===== src/hw/rtl/bclrf_pkg.sv =====
// types and constants of the block cache policy unit
// no dependencies; used by controller, datapath and top level
`default_nettype none

package bclrf_pkg;

   localparam int BLOCK_W = 24;
   localparam int OFF_W   = 6;                 // 64 blocks per family
   localparam int TAG_W   = BLOCK_W - OFF_W;
   localparam int SLOT_W  = 12;
   localparam int TOTAL_W = 16;
   localparam int CMD_W   = 2;

   localparam logic [CMD_W-1:0] CMD_READ  = 2'd0;
   localparam logic [CMD_W-1:0] CMD_WRITE = 2'd1;
   localparam logic [CMD_W-1:0] CMD_SYNC  = 2'd2;
   localparam logic [CMD_W-1:0] CMD_NONE  = 2'd3;

   typedef enum logic [1:0] {
      ST_IDLE,
      ST_SCAN,
      ST_COMMIT
   } state_type;

   typedef struct packed {
      logic [TAG_W-1:0]   tag;
      logic [TOTAL_W-1:0] total;
      logic               dirty;
   } entry_type;

   typedef struct packed {
      logic load;     // capture the request
      logic step;     // run the family scan
      logic commit;   // update the table and present the result
   } ctl_cmd_type;

   typedef struct packed {
      logic req_null;   // offered request carries the unused command
      logic scan_done;  // every needed family entry has been seen
      logic out_free;   // result register can take a new transaction
   } dp_status_type;

endpackage

`default_nettype wire


===== src/hw/rtl/bclrf_ctrl.sv =====
// sequencing state machine of the block cache policy unit
// depends on bclrf_pkg; drives the datapath by command struct
`default_nettype none

module bclrf_ctrl (
   input  wire logic                   clock,
   input  wire logic                   reset,
   input  wire logic                   req_valid,
   output logic                        req_ready,
   input  wire bclrf_pkg::dp_status_type status,
   output bclrf_pkg::ctl_cmd_type      ctl
);

   bclrf_pkg::state_type state_ff, state_in;

   always_ff @(posedge clock) begin
      if (reset) begin
         state_ff <= bclrf_pkg::ST_IDLE;
      end else begin
         state_ff <= state_in;
      end
   end

   always_comb begin
      state_in   = state_ff;
      req_ready  = 1'b0;
      ctl        = '0;
      case (state_ff)
         bclrf_pkg::ST_IDLE: begin
            req_ready = 1'b1;
            if (req_valid) begin
               ctl.load = 1'b1;
               if (!status.req_null) begin
                  state_in = bclrf_pkg::ST_SCAN;
               end
            end
         end
         bclrf_pkg::ST_SCAN: begin
            ctl.step = 1'b1;
            if (status.scan_done) begin
               state_in = bclrf_pkg::ST_COMMIT;
            end
         end
         bclrf_pkg::ST_COMMIT: begin
            if (status.out_free) begin
               ctl.commit = 1'b1;
               state_in   = bclrf_pkg::ST_IDLE;
            end
         end
         default: begin
            state_in = bclrf_pkg::ST_IDLE;
         end
      endcase
   end

endmodule

`default_nettype wire


===== src/hw/rtl/bclrf_dp.sv =====
// datapath of the block cache policy unit: family table memory, scan, result register
// depends on bclrf_pkg; controlled by bclrf_ctrl
`default_nettype none

module bclrf_dp #(
   parameter int NUM_FAMILIES = 64
) (
   input  wire logic                               clock,
   input  wire logic                               reset,
   input  wire logic [bclrf_pkg::CMD_W-1:0]        req_command,
   input  wire logic [bclrf_pkg::BLOCK_W-1:0]      req_block_id,
   input  wire bclrf_pkg::ctl_cmd_type             ctl,
   output bclrf_pkg::dp_status_type                status,
   output logic                                    rsp_valid,
   input  wire logic                               rsp_ready,
   output logic                                    rsp_hit,
   output logic [bclrf_pkg::SLOT_W-1:0]            rsp_slot,
   output logic                                    rsp_fetch_needed,
   output logic [bclrf_pkg::BLOCK_W-1:0]           rsp_fetch_block,
   output logic                                    rsp_writeback_needed,
   output logic [bclrf_pkg::BLOCK_W-1:0]           rsp_writeback_block,
   output logic                                    rsp_last
);

   localparam int IDX_W  = $clog2(NUM_FAMILIES);
   localparam int FILL_W = $clog2(NUM_FAMILIES + 1);
   localparam logic [FILL_W-1:0] FILL_FULL = FILL_W'(NUM_FAMILIES);
   localparam int OFF_W = bclrf_pkg::OFF_W;
   localparam int TAG_W = bclrf_pkg::TAG_W;

   // family table: tag, read total and dirty mark in one word
   bclrf_pkg::entry_type table_mem [NUM_FAMILIES];

   logic [bclrf_pkg::CMD_W-1:0] cmd_ff;
   logic [TAG_W-1:0]            tag_ff;
   logic [OFF_W-1:0]            off_ff;
   logic [FILL_W-1:0]           fill_ff;     // families 0 .. fill-1 are loaded
   logic [FILL_W-1:0]           issue_ff;
   logic                        pend_ff;
   logic [IDX_W-1:0]            pend_idx_ff;
   bclrf_pkg::entry_type        rdata_ff;
   logic                        found_ff;
   logic [IDX_W-1:0]            hit_idx_ff;
   bclrf_pkg::entry_type        hit_ent_ff;
   logic [IDX_W-1:0]            best_idx_ff;
   bclrf_pkg::entry_type        best_ent_ff;
   logic                        any_ff;
   logic [TAG_W-1:0]            last_tag_ff;

   logic                        rsp_valid_ff;
   logic                        rsp_hit_ff;
   logic [bclrf_pkg::SLOT_W-1:0]  rsp_slot_ff;
   logic                        rsp_fetch_ff;
   logic [bclrf_pkg::BLOCK_W-1:0] rsp_fetch_block_ff;
   logic                        rsp_wb_ff;
   logic [bclrf_pkg::BLOCK_W-1:0] rsp_wb_block_ff;

   logic                        is_sync;
   logic                        is_write;
   logic                        rd_en;
   logic                        proc;
   logic                        match;
   logic                        better;
   logic                        table_full;
   logic [IDX_W-1:0]            fam_sel;
   bclrf_pkg::entry_type        base_ent;
   bclrf_pkg::entry_type        new_ent;
   logic                        victim_wb;
   logic                        we;
   logic [IDX_W-1:0]            waddr;
   bclrf_pkg::entry_type        wdata;

   always_comb begin
      is_sync    = (cmd_ff == bclrf_pkg::CMD_SYNC);
      is_write   = (cmd_ff == bclrf_pkg::CMD_WRITE);
      table_full = (fill_ff == FILL_FULL);
      rd_en      = ctl.step && !found_ff && (issue_ff != fill_ff);
      proc       = ctl.step && pend_ff && !found_ff;
      match      = proc && !is_sync && (rdata_ff.tag == tag_ff);
      better     = proc && ((pend_idx_ff == '0) || (rdata_ff.total < best_ent_ff.total));

      status.req_null  = (req_command == bclrf_pkg::CMD_NONE);
      status.scan_done = !pend_ff && (found_ff || (issue_ff == fill_ff));
      status.out_free  = !rsp_valid_ff || rsp_ready;

      // target family: hit, first empty one, or least read one
      if (found_ff) begin
         fam_sel = hit_idx_ff;
      end else if (!table_full) begin
         fam_sel = fill_ff[IDX_W-1:0];
      end else begin
         fam_sel = best_idx_ff;
      end

      if (found_ff) begin
         base_ent = hit_ent_ff;
      end else begin
         base_ent.tag   = tag_ff;
         base_ent.total = '0;
         base_ent.dirty = 1'b0;
      end
      new_ent = base_ent;
      if (is_write) begin
         new_ent.dirty = 1'b1;
      end else if (base_ent.total != '1) begin
         new_ent.total = base_ent.total + 1'b1;
      end

      victim_wb = !found_ff && table_full && best_ent_ff.dirty;

      // sync clears dirty marks on the fly; access updates at commit
      we    = 1'b0;
      waddr = fam_sel;
      wdata = new_ent;
      if (proc && is_sync && rdata_ff.dirty) begin
         we          = 1'b1;
         waddr       = pend_idx_ff;
         wdata       = rdata_ff;
         wdata.dirty = 1'b0;
      end else if (ctl.commit && !is_sync) begin
         we = 1'b1;
      end
   end

   always_ff @(posedge clock) begin
      if (we) begin
         table_mem[waddr] <= wdata;
      end
      if (rd_en) begin
         rdata_ff <= table_mem[issue_ff[IDX_W-1:0]];
      end
   end

   always_ff @(posedge clock) begin
      if (reset) begin
         fill_ff      <= '0;
         pend_ff      <= 1'b0;
         rsp_valid_ff <= 1'b0;
      end else begin
         pend_ff <= rd_en;
         if (ctl.commit && !is_sync && !found_ff && !table_full) begin
            fill_ff <= fill_ff + 1'b1;
         end
         if (ctl.commit) begin
            rsp_valid_ff <= 1'b1;
         end else if (rsp_ready) begin
            rsp_valid_ff <= 1'b0;
         end
      end
   end

   always_ff @(posedge clock) begin
      if (ctl.load) begin
         cmd_ff   <= req_command;
         tag_ff   <= req_block_id[bclrf_pkg::BLOCK_W-1:OFF_W];
         off_ff   <= req_block_id[OFF_W-1:0];
         issue_ff <= '0;
         found_ff <= 1'b0;
         any_ff   <= 1'b0;
      end else begin
         if (rd_en) begin
            issue_ff    <= issue_ff + 1'b1;
            pend_idx_ff <= issue_ff[IDX_W-1:0];
         end
         if (match) begin
            found_ff   <= 1'b1;
            hit_idx_ff <= pend_idx_ff;
            hit_ent_ff <= rdata_ff;
         end
         if (better) begin
            best_idx_ff <= pend_idx_ff;
            best_ent_ff <= rdata_ff;
         end
         if (proc && is_sync && rdata_ff.dirty) begin
            any_ff      <= 1'b1;
            last_tag_ff <= rdata_ff.tag;
         end
      end

      if (ctl.commit) begin
         if (is_sync) begin
            rsp_hit_ff         <= 1'b0;
            rsp_slot_ff        <= '0;
            rsp_fetch_ff       <= 1'b0;
            rsp_fetch_block_ff <= '0;
            rsp_wb_ff          <= any_ff;
            rsp_wb_block_ff    <= any_ff ? {last_tag_ff, {OFF_W{1'b0}}} : '0;
         end else begin
            rsp_hit_ff         <= found_ff;
            rsp_slot_ff        <= (bclrf_pkg::SLOT_W'(fam_sel) << OFF_W)
                                  | bclrf_pkg::SLOT_W'(off_ff);
            rsp_fetch_ff       <= !found_ff;
            rsp_fetch_block_ff <= found_ff ? '0 : {tag_ff, {OFF_W{1'b0}}};
            rsp_wb_ff          <= victim_wb;
            rsp_wb_block_ff    <= victim_wb ? {best_ent_ff.tag, {OFF_W{1'b0}}} : '0;
         end
      end
   end

   assign rsp_valid            = rsp_valid_ff;
   assign rsp_hit              = rsp_hit_ff;
   assign rsp_slot             = rsp_slot_ff;
   assign rsp_fetch_needed     = rsp_fetch_ff;
   assign rsp_fetch_block      = rsp_fetch_block_ff;
   assign rsp_writeback_needed = rsp_wb_ff;
   assign rsp_writeback_block  = rsp_wb_block_ff;
   assign rsp_last             = 1'b1;

endmodule

`default_nettype wire


===== src/hw/rtl/block_cache_least_read_family_unit.sv =====
// top level of the block cache policy unit: family tags and least-read replacement
// depends on bclrf_pkg, bclrf_ctrl and bclrf_dp
//
// usage
//   req channel (req_valid/req_ready): one transaction carries a command and a
//   block id. read and write look up the block's 64-block family; sync reports
//   the highest dirty family and clears every dirty mark. the unused command is
//   taken and gives no result. rsp channel (rsp_valid/rsp_ready): exactly one
//   result transaction per read, write or sync, always with rsp_last high.
// timing
//   one transaction at a time; with F loaded families (0 .. NUM_FAMILIES)
//   the scan reads them in order, and a hit ends the scan one entry past the
//   match. the table is read one family entry per cycle while scanning. the
//   next request is taken the cycle after commit.
// reset
//   synchronous, active high; the loaded-family count and all handshake state
//   clear at once, so no clearing pass is needed. table words are written
//   when a family is first loaded and are never read before that.
// stall
//   a finished result waits in the output register; the next request is
//   accepted and scanned meanwhile, and only its commit waits for rsp_ready.
`default_nettype none

module block_cache_least_read_family_unit #(
   parameter int NUM_FAMILIES = 64
) (
   input  wire logic                              clock,
   input  wire logic                              reset,
   input  wire logic                              req_valid,
   output logic                                   req_ready,
   input  wire logic [bclrf_pkg::CMD_W-1:0]       req_command,
   input  wire logic [bclrf_pkg::BLOCK_W-1:0]     req_block_id,
   output logic                                   rsp_valid,
   input  wire logic                              rsp_ready,
   output logic                                   rsp_hit,
   output logic [bclrf_pkg::SLOT_W-1:0]           rsp_slot,
   output logic                                   rsp_fetch_needed,
   output logic [bclrf_pkg::BLOCK_W-1:0]          rsp_fetch_block,
   output logic                                   rsp_writeback_needed,
   output logic [bclrf_pkg::BLOCK_W-1:0]          rsp_writeback_block,
   output logic                                   rsp_last
);

   // command and status between sequencer and datapath
   bclrf_pkg::ctl_cmd_type   ctl;
   bclrf_pkg::dp_status_type status;

   // sequencer: idle / scan / commit
   bclrf_ctrl u_ctrl (
      .clock     (clock),
      .reset     (reset),
      .req_valid (req_valid),
      .req_ready (req_ready),
      .status    (status),
      .ctl       (ctl)
   );

   // family table, victim search and result register
   bclrf_dp #(
      .NUM_FAMILIES (NUM_FAMILIES)
   ) u_dp (
      .clock                (clock),
      .reset                (reset),
      .req_command          (req_command),
      .req_block_id         (req_block_id),
      .ctl                  (ctl),
      .status               (status),
      .rsp_valid            (rsp_valid),
      .rsp_ready            (rsp_ready),
      .rsp_hit              (rsp_hit),
      .rsp_slot             (rsp_slot),
      .rsp_fetch_needed     (rsp_fetch_needed),
      .rsp_fetch_block      (rsp_fetch_block),
      .rsp_writeback_needed (rsp_writeback_needed),
      .rsp_writeback_block  (rsp_writeback_block),
      .rsp_last             (rsp_last)
   );

endmodule

`default_nettype wire


===== config.mk =====
export PLATFORM = sky130hd
export DESIGN_NAME = block_cache_least_read_family_unit
export DESIGN_NICKNAME = d
export VERILOG_FILES = /design/src/hw/rtl/bclrf_pkg.sv /design/src/hw/rtl/bclrf_ctrl.sv /design/src/hw/rtl/bclrf_dp.sv /design/src/hw/rtl/block_cache_least_read_family_unit.sv
export SDC_FILE = /design/constraint.sdc
export NUM_CORES = 2
export LEC_CHECK = 0
export ABC_AREA = 0
export BUFFER_PORTS_ARGS = -buffer_cell sky130_fd_sc_hd__buf_2
export CAP_MARGIN = 10
export CORE_MARGIN = 3
export CORE_UTILIZATION = 55
export CTS_BUF_LIST = sky130_fd_sc_hd__clkbuf_16
export CTS_CLUSTER_DIAMETER = 30
export CTS_CLUSTER_SIZE = 14
export DETAILED_ROUTE_END_ITERATION = 6
export GPL_TIMING_DRIVEN = 0
export PLACE_DENSITY = 0.74
export SLEW_MARGIN = 0
export SYNTH_ARGS = -nofsm -noshare
export SYNTH_HDL_FRONTEND = slang
export SYNTH_HIERARCHICAL = 1
export SYNTH_SLANG_ARGS = --single-unit

===== constraint.sdc =====
create_clock -name clock -period 6.78 [get_ports clock]
set_input_delay 0.339 -clock clock [delete_from_list [all_inputs] [get_ports clock]]
set_output_delay 0.339 -clock clock [all_outputs]
set_load 0.02 [all_outputs]

==> run_results.csv <==
group,metric,value,unit
global_routing,grt_pass1_vias,55510,
die,die_area,0.1783,mm²
sta,setup_violations,0,
setup_path,critPathKind,"reg -> reg",
die,start_util,0.5542,
die,num_io_pins,96,
clocking,post_cts_buffers,0,
synth,yosysWarnings,6,
sta,finalCritPeriodShare,0.8895,
clocking,clk_pin_slew,0.06,ns
setup_path,r2r_setup_slack,0.75,ns
layout,drive_above_1_share,0.3482,
setup_path,critPathLaunch,"u_dp/issue_ff[3]",
setup_path,timing.critical_path.mode_cell,"clkbuf_1",
status,run_status,"complete, but fails checks",
routing,viasPerCell,7.357,
setup_path,cp_slowest_stage_delay,1.13,ns
setup_path,critPathCaptureType,"flip-flop",
setup_path,arrival,6.69,ns
routing,wl,329.3,mm
sta,slew_viol_final,0,
clocking,cts_max_level,5,
clocking,hold_buffers,29,
synth,synth_xor_area_frac,0.003952,
die,core,0.1719,mm²
die,die_y,422.2,µm
clocking,cts_resized,0,
sta,fin_skew,0.1035,ns
setup_path,crit_fanout,10,
setup_path,cp-start-kind,"flip-flop",
sta,finalHoldViolations,0,
routing,wl_per_cell,43.11,µm
placed_design,place.port_buffers,82,
global_routing,grt_first_pass_wirelength,452.0,mm
synth,synth_top_family_by_area,"multiplexers",
clocking,clockBufferDepth,4,
setup_path,slowest_stage,"clkbuf_1",
synth,async_flop_share,0,
sta,worstMarginPinSlew,1.457,ns
sta,whs,0.06610,ns
setup_path,path_buf_inv,4,
sta,finalCriticalPeriod,6.031,ns
synth,synthSimpleGateAreaFrac,0.02060,
global_routing,grt_antenna_before_repair,42,
synth,ys_ff_latch,2478,
synth,synthFlopType,"edfxtp_1",
global_routing,grt_overflow,0,
clocking,cts_tree,"done",
power_and_ir_drop,vdd_drop_max,305.5,µV
layout,finish.utilization,0.6859,
sta,tns,0,ns
synth,muxShareOfSynthArea,0.1598,
layout,instances_no_fill,7638,
layout,nets,5004,
synth,yosys.area_share.adder,0.002495,
routing,first_pass_iters,7,
die,die_x,422.2,µm
placed_design,placedCellCount,6800,
synth,syn_avg_cell_area,22.52,µm²
setup_path,cpLargestDelayFamily,"buffers and inverters",
global_routing,grt_use_total,0.3723,
setup_path,cp.required,7.44,ns
synth,synth_edf_count,2458,
routing,ant_nets,0,
layout,area_delta_synth_final,23.75,%
global_routing,grt_max_degree,60,
sta,setup_slack,0.7491,ns
placed_design,dpl.hpwl,189.9,mm
status,violations,"DRC",
synth,syn_area,0.09529,mm²
synth,ys_seq_area_frac,0.7788,
routing,drc,710,
placed_design,post-place-ws,1.572,ns
routing,vias,56190,
power_and_ir_drop,power_density,333.4,mW/mm²
sta,slew_headroom,0.02873,
placed_design,gp_congestion,0.9540,
clocking,cts_buffers,428,
job,max_cap_violations,0,
synth,ys_types,67,
setup_path,r2r_start,"u_dp/issue_ff[3]",
routing,drt-initial-drc-count,11980,
sta,max_freq,0.1658,GHz
power_and_ir_drop,power.leakage,39.59,nW
clocking,insertion_delay,1.01,ns
worst_hold_path,hp-class,"in -> reg",
worst_hold_path,min_from,"req_block_id[23]",
die,num_rows,152,
synth,synth_cells,4232,
synth,synth_compound_area_frac,0.02009,
setup_path,crit_chain,"buf_2 > clkbuf_1 > clkbuf_1 > clkbuf_1 > nand2_1 > nand2_1 > a22oi_1 > a21oi_1",
clocking,clock-sinks,2478,
sta,rsz0062_at_grt,"false",
clocking,cts_root_buffer,"clkbuf_16",
-- area by class of cell --
type,count,area (µm²)
fillers,9496,54000
repair buffers,282,4233
well taps,2310,2890
diodes,24,60.06
clock buffers,436,10910
multi-input cells,1504,20630
flip-flops and latches,2478,74210
clock inverters,343,3631
plain buffers,230,1235
inverters,31,116.4
-- kinds of logic after synthesis --
| kind of cell | after synthesis |
|---|---|
| compound gates | 274 |
| xor+xnor | 43 |
| fa+ha+maj | 19 |
| buf+inv | 261 |
| flops | 2478 |
| mux | 722 |
| other cells | 2 |
| simple gates | 433 |
-- per-stage QoR --
step / power (mW) / instance area (µm²)
2_1_floorplan: 17.48 / 95330
3_3_place_gp: 17.74 / 98630
3_5_place_dp: 17.76 / 102900
4_1_cts: 39.32 / 117800
5_1_grt: 40.06 / 117900
6_report: 39.32 / 117900
-- path summary, 6_finish.rpt --
kind / to / cells past startpoint
worst min-delay path: u_dp/tag_ff[17] / 2
worst max register to register: u_dp/rdata_ff[1] / 8
worst max-delay path: u_dp/rdata_ff[1] / 8
worst min register to register: u_dp/any_ff / 1
-- cells in the mapped netlist (23+ instances only) --
cell type / count / area, µm²
edfxtp_1: 2458 / 73810
mux4_2: 639 / 14390
nor2_1: 148 / 555.5
nand2_1: 142 / 533.0
mux2i_1: 78 / 780.8
clkbuf_1: 73 / 274.0
buf_2: 69 / 345.3
o21ai_0: 48 / 240.2
a21oi_1: 46 / 230.2
buf_4: 35 / 262.8
and2_1: 32 / 200.2
buf_1: 32 / 120.1
a22o_1: 28 / 245.2
nand3_1: 28 / 140.1
inv_1: 27 / 101.4
a22oi_1: 24 / 180.2
xor2_1: 23 / 201.4
-- worst reg2reg max path, cell delays in order, from the launching register on --
cell and delay [ns]:
dfxtp_1 0.42, buf_2 0.50, clkbuf_1 1.08, clkbuf_1 1.14, clkbuf_1 0.94, nand2_1 0.17
nand2_1 0.36, a22oi_1 0.21, a21oi_1 0.88
-- layout by cell type, fill, tap and decap left out, types with 46 or more instances in the layout --
| cell type | Yosys | routed |
|---|---|---|
| mux2i_1 | 78 | 78 |
| nor2_1 | 148 | 82 |
| a21oi_1 | 46 | 46 |
| buf_2 | 69 | 152 |
| clkbuf_1 | 73 | 72 |
| clkinvlp_4 | 0 | 59 |
| buf_4 | 35 | 46 |
| inv_6 | 0 | 50 |
| clkinv_2 | 0 | 51 |
| mux4_2 | 639 | 639 |
| edfxtp_1 | 2458 | 2458 |
| buf_12 | 0 | 105 |
| clkinv_4 | 0 | 50 |
| bufinv_16 | 0 | 57 |
| inv_1 | 27 | 68 |
| nor2_4 | 0 | 66 |
| clkbuf_16 | 0 | 436 |
| nand2_1 | 142 | 138 |
-- per-layer routing --
| metal | part of all wire | track usage | routed length, µm | up-vias |
|---|---|---|---|---|
| li1 | - | - | - | 19490 |
| met1 | 0.30 | 0.4490 | 99480 | 28230 |
| met2 | 0.44 | 0.5303 | 143600 | 6642 |
| met3 | 0.17 | 0.1853 | 57610 | 1792 |
| met4 | 0.085 | 0.2445 | 27960 | 34 |
| met5 | 0.0020 | 0.01935 | 665 | - |
-- registers in the layout, indices dropped and copies added (netlist names), 2 cells and up --
register                  flops
u_dp/table_mem             2240
u_dp/best_ent_ff             35
u_dp/hit_ent_ff              35
u_dp/rdata_ff                35
u_dp/last_tag_ff             18
u_dp/rsp_fetch_block         18
u_dp/rsp_writeback_block     18
u_dp/tag_ff                  18
u_dp/rsp_slot                12
u_dp/fill_ff                  7
u_dp/issue_ff                 7
u_dp/best_idx_ff              6
u_dp/hit_idx_ff               6
u_dp/off_ff                   6
u_dp/pend_idx_ff              6
u_ctrl/state_ff               2
u_dp/cmd_ff                   2
-- report_power, final --
part | total, mW | internal [mW] | switching [mW]
Combinational | 0.683 | 0.217 | 0.466
Clock | 21.8 | 13.9 | 7.86
Sequential | 16.8 | 16.8 | 0.0238
No activity file was read; power rests on OpenSTA's default activity.
